--- src/rtl/mexp_pkg.sv ---
// ============================================================================
// mexp_pkg
// Shared types, constants and the restoring reduction step used by the
// modular exponentiation pipeline.
// ============================================================================
package mexp_pkg;

    localparam int WORD_W       = 32;
    localparam int RED_STEPS    = WORD_W;
    localparam int EXP_BITS_DEF = 32;
    localparam int IN_DATA_W    = 3 * WORD_W;
    localparam int OUT_DATA_W   = ((WORD_W + 1 + 7) / 8) * 8;
    localparam logic [WORD_W-1:0] ONE_WORD = 32'h0000_0001;

    // One reduction lane: partial remainder and the dividend bits still to
    // shift in, most significant first.
    typedef struct packed {
        logic [WORD_W-1:0] rem;
        logic [WORD_W-1:0] low;
    } lane_t;

    typedef struct packed {
        logic              err;
        logic [WORD_W-1:0] expv;
        logic [WORD_W-1:0] modv;
        lane_t             acc;
        lane_t             pw;
    } item_t;

    // Shift in one dividend bit, subtract the modulus once if it fits.
    function automatic lane_t red_step(lane_t l, logic [WORD_W-1:0] m);
        logic [WORD_W:0] t;
        lane_t           r;
        t = {l.rem, l.low[WORD_W-1]};
        if (t >= {1'b0, m})
        begin
            t = t - {1'b0, m};
        end
        r.rem = t[WORD_W-1:0];
        r.low = {l.low[WORD_W-2:0], 1'b0};
        return r;
    endfunction

endpackage

--- src/rtl/mexp_step_cell.sv ---
// ============================================================================
// mexp_step_cell
// One restoring reduction step on both lanes, registered.
// ============================================================================
module mexp_step_cell (
    input  logic            clk,
    input  logic            rst_n,
    input  logic            advance,
    input  logic            in_valid,
    input  mexp_pkg::item_t in_item,
    output logic            out_valid,
    output mexp_pkg::item_t out_item
);

    logic            valid_reg;
    mexp_pkg::item_t item_reg;
    mexp_pkg::item_t item_next;

    always_comb
    begin
        item_next     = in_item;
        item_next.acc = mexp_pkg::red_step(in_item.acc, in_item.modv);
        item_next.pw  = mexp_pkg::red_step(in_item.pw, in_item.modv);
    end

    always_ff @(posedge clk or negedge rst_n)
    begin
        if (!rst_n)
        begin
            valid_reg <= 1'b0;
        end
        else if (advance)
        begin
            valid_reg <= in_valid;
        end
    end

    always_ff @(posedge clk)
    begin
        if (advance)
        begin
            item_reg <= item_next;
        end
    end

    assign out_valid = valid_reg;
    assign out_item  = item_reg;

endmodule

--- config.mk ---
export PLATFORM = sky130hd
export DESIGN_NAME = mexp_step_cell
export DESIGN_NICKNAME = d
export VERILOG_FILES = /design/src/rtl/mexp_pkg.sv /design/src/rtl/mexp_step_cell.sv
export SDC_FILE = /design/constraint.sdc
export NUM_CORES = 1
export LEC_CHECK = 0
export BUFFER_PORTS_ARGS = -buffer_cell sky130_fd_sc_hd__buf_2
export CELL_PAD_IN_SITES_DETAIL_PLACEMENT = 0
export CELL_PAD_IN_SITES_GLOBAL_PLACEMENT = 1
export CORE_MARGIN = 2
export CORE_UTILIZATION = 38
export CTS_CLUSTER_DIAMETER = 80
export DETAILED_ROUTE_END_ITERATION = 8
export PLACE_DENSITY = 0.86
export SLEW_MARGIN = 20
export SYNTH_ARGS = -nofsm -noshare
export SYNTH_HDL_FRONTEND = slang
export SYNTH_SLANG_ARGS = --single-unit
--- constraint.sdc ---
create_clock -name clk -period 0.8 [get_ports clk]
set_input_delay 0.12 -clock clk [delete_from_list [all_inputs] [get_ports clk]]
set_output_delay 0.12 -clock clk [all_outputs]
set_load 0.1 [all_outputs]
==> flow_results.org <==
** Finish
- Most common library cell in the layout ignoring fill and taps :: buf_4
- Final std cell area, no fill :: 21300 um^2
- Final Non-Filler Cells :: 2067
- Area used by multi-input combinational logic :: 5200 um^2
- The post-route netlist has 53.6% of its cells at a drive strength greater than 1.
- Most frequent cells in the layout :: buf_4 (288), buf_12 (201), edfxtp_1 (191)
- Filler Cells Inserted :: 1402
- Area taken by flip-flops and latches :: 5760 um^2
- Relative to the synthesized area, the layout overhead comes to 105%.
- Final core utilization :: 79.1%
- After the last flow step, the layout net total stands at 1971.

** Floorplan
- Die boundary width :: 169 um
- Top-level port count :: 391
- Die Ht :: 169 um
- For this configuration, the core starts out at a cell density of 38.6%.
- Row generation in the floorplan step produced 60 rows.
- The core region is 26900 um^2.
- Total die area :: 28600 um^2

** Logic synthesis
- Share of async-settable or async-resettable flops after synthesis :: 0.521%
- Sorting the synthesized cells by area gives the leading types as edfxtp_1 (55%), ha_1 (7.7%), a21oi_1 (4.2%), xnor2_1 (2.7%), a21o_1 (2.7%).
- The share of synthesized area in the top cell type comes to 55.3%.
- Ys flop type :: edfxtp_1
- Post-synth design cell area :: 10400 um^2
- The synthesized design contains 192 register bits.
- The synthesized design contains 191 enable-type register cells.
- The cell count after synthesis came out at 871.
- The biggest area contributor in the post-synthesis netlist is edfxtp_1.
- Average size of a mapped cell :: 11.9 um^2
- Total of warnings raised by yosys :: 0
- Number of unique standard cell types used by synthesis :: 70
- Sequential share of the synthesized area :: 55.6%

** Critical path
- The most critical setup path has its startpoint at in_item[129].
- Startpoint of the lowest-slack register-to-register path :: out_valid
- The worst setup path is captured at a flip-flop.
- Req. time, crit path :: 990 ps
- The critical path goes through buf_8 > clkinvlp_4 > ha_4 > nor2b_4 > o31a_1 > o211ai_2 > a21oi_2 > o31ai_4 > o21ai_2 > a211oi_4 > buf_6 > buf_12 > mux2_1.
- Critical-path maximum fanout :: 11
- The worst register-to-register path has a depth of 2.
- Endpoint of the worst-slack reg-to-reg timing path :: out_valid
- Slowest stage cell, crit path :: mux2_1
- Register-to-register setup slack :: -230 ps
- Crit path largest cell delay :: 340 ps
- The worst setup path is launched from a primary input.
- Data arrival, critical path :: 2660 ps
- Classification of the worst setup path :: in -> reg

** Outcome
- The checks that failed: hold timing, setup timing.
- The run finished, with violations left.

** Routing
- Routed length per instance :: 25.0 um
- The first TritonRoute pass finished after 5 iterations.
- DRC violations left :: 0
- The routed layout has 11.5k vias.
- The first routing iteration left 1188 violations.
- In this run the remaining antenna-violating nets after routing total 0.
- Wires add up to 51.8 mm.
- After detailed routing, the number of vias per cell comes to 5.56.

** Power and ir drop
- The completed layout was analyzed and its total power is 44.1 mW.
- Cell internal power was estimated by the tool at 25.4 mW.
- Highest ir drop seen on vdd :: 1.78 mV
- Net switching power :: 18.6 mW
- Proportion of total power due to net switching :: 42.3%
- Clk pwr share :: 20.8%
- Combinational logic burns 48.6% of the power.
- Dividing total power by cell area gives a power density of 2070 nW/um^2.
- Register share of total power :: 30.5%
- For this design the static power due to leakage is 9.24 nW.

** Global route
- Leftover overflow at the end of global routing :: 0
- The number of global-route vias before repair came to 11.6k.
- First-pass GRT wire length :: 69.7 mm
- GR Util All Layers :: 32.6%
- Entering global routing, the biggest net connects 34 pins.
- The initial antenna violation count was 8.

** Placement
- The HPWL after detailed placement is 32.1 mm.
- Routability-driven placement finished with a final weighted congestion of 0.945.
- Post-DP Area :: 18100 um^2
- Port-buffer cells :: 388
- Before CTS, the worst setup slack after placement is -2170 ps.
- DP Cell Count :: 1849

** Timing
- Final-report max-slew violation count :: 0
- Setup repair after global routing could not meet its margin everywhere.
- Share of the cycle needed by the critical path after routing :: 309%
- Final hold violation count :: 5
- At the pin with the least slew margin, the transition time is 612 ps.
- Accumulated negative setup slack :: -174750 ps
- Final critical path time including I/O delays and setup :: 2470 ps
- Clock skew on the completed layout was measured at 0 ps.
- Worst hold margin :: -14.4 ps
- Worst setup slack after layout :: -1670 ps
- Remaining max-slew budget at the tightest pin :: 58.8%
- Setup violations remaining at the end of the flow were counted as 257.
- Derived from the worst setup path, the maximum achievable clock frequency is 405 MHz.

** Clocking
- The longest clock path from root to sink contains 2 buffers.
- Clock-pin slew was measured on the worst setup and hold paths at 90 ps.
- The clock drives 192 sinks.
- Hold bufs inserted after CTS :: 134
- CTS placed an instance of clkbuf_16 at the clock tree root.
- Worst-skew pair later-pin latency :: 440 ps
- H-tree levels :: 4
- The number of clock buffers added by TritonCTS is 17.
- TritonCTS built the clock tree.

** Worst hold path
- For hold timing, the worst endpoint is out_item[116].
- Kind of path behind the tightest hold check :: in -> reg
- In this run the most critical hold path is launched from in_item[115].
- Along the worst hold path, the cell count comes to 2.

** Run
- Maximum capacitance violations :: 0
## worst max path at each step
| stage | end | slack [ps] | depth (start not counted) |
|---|---|---|---|
| 3_5_place_dp | out_item[112] | -2170 | 13 |
| 4_1_cts | out_item[97] | -1540 | 13 |
| 5_1_grt | out_item[54] | -1730 | 15 |
| 2_1_floorplan | out_item[120] | -1920 | 11 |
| 6_report | out_item[105] | -1670 | 13 |
| 3_3_place_gp | out_item[122] | -2140 | 12 |
## registers in the layout (all words and copies together) (netlist names)
register and flops:
out_valid 1, out_item 191
## cell type report
class                   count  share of cell area, %
diodes                      5                 0.0589
inverters                  55                   1.20
clock inverters            15                  0.877
repair buffers            846                   42.3
clock buffers              17                   2.00
well taps                 341                   2.01
flip-flops and latches    192                   27.1
multi-input cells         596                   24.5
## worst max-delay path: cells and delay by family
family          cells  cell delay, ps
buf+inv             4             560
compound gates      6            1240
mux                 1             340
simple gates        1             120
fa+ha+maj           1             260
## cells by family after synthesis
kind of cell,share of synthesized area [%]
and+or+nand+nor,9.46
DFF,55.6
muxes,3.55
AOI/OAI and AO/OA,15.8
adders and majority gates,8.11
buffers and inverters,3.61
xor gates and xnor gates,3.89
other,0.0362
## power groups by stage
stage	Sequential (mW)	Combinational, mW	Clock, mW
after floorplan	20.5	3.81	0
after global placement	13.5	18.8	0
after detailed placement	13.6	19.1	0
after CTS	13.4	20.2	9.08
after global routing	13.5	22.0	9.55
final	13.5	21.4	9.17
## layer usage
| layer | vias up | track usage [%] | share of wire, % |
|---|---|---|---|
| met3 | 246 | 9.40 | 8.3 |
| met5 | - | 0 | 0.11 |
| met2 | 735 | 57.2 | 49 |
| met1 | 5553 | 35.1 | 35 |
| met4 | 8 | 19.0 | 7.6 |
| li1 | 4958 | - | - |
## synth_stat cells (11+ instances only)
cell type,n
clkbuf_1,12
mux2_1,24
edfxtp_1,191
nand2_1,65
a21oi_1,87
o21ai_0,36
a21o_1,37
nand3_1,11
ha_1,64
nand4_1,16
xnor2_1,32
nor2_1,62
xor2_1,14
inv_1,55
o21bai_1,11
## timing repair
action,CTS,global route
gates cloned,3,3
setup endpoints to repair,257,257
buffers inserted,19,24
pin swaps,17,44
endpoints found under the hold margin,146,14
gates resized for setup,72,95
(Power assumes the default switching activity.)
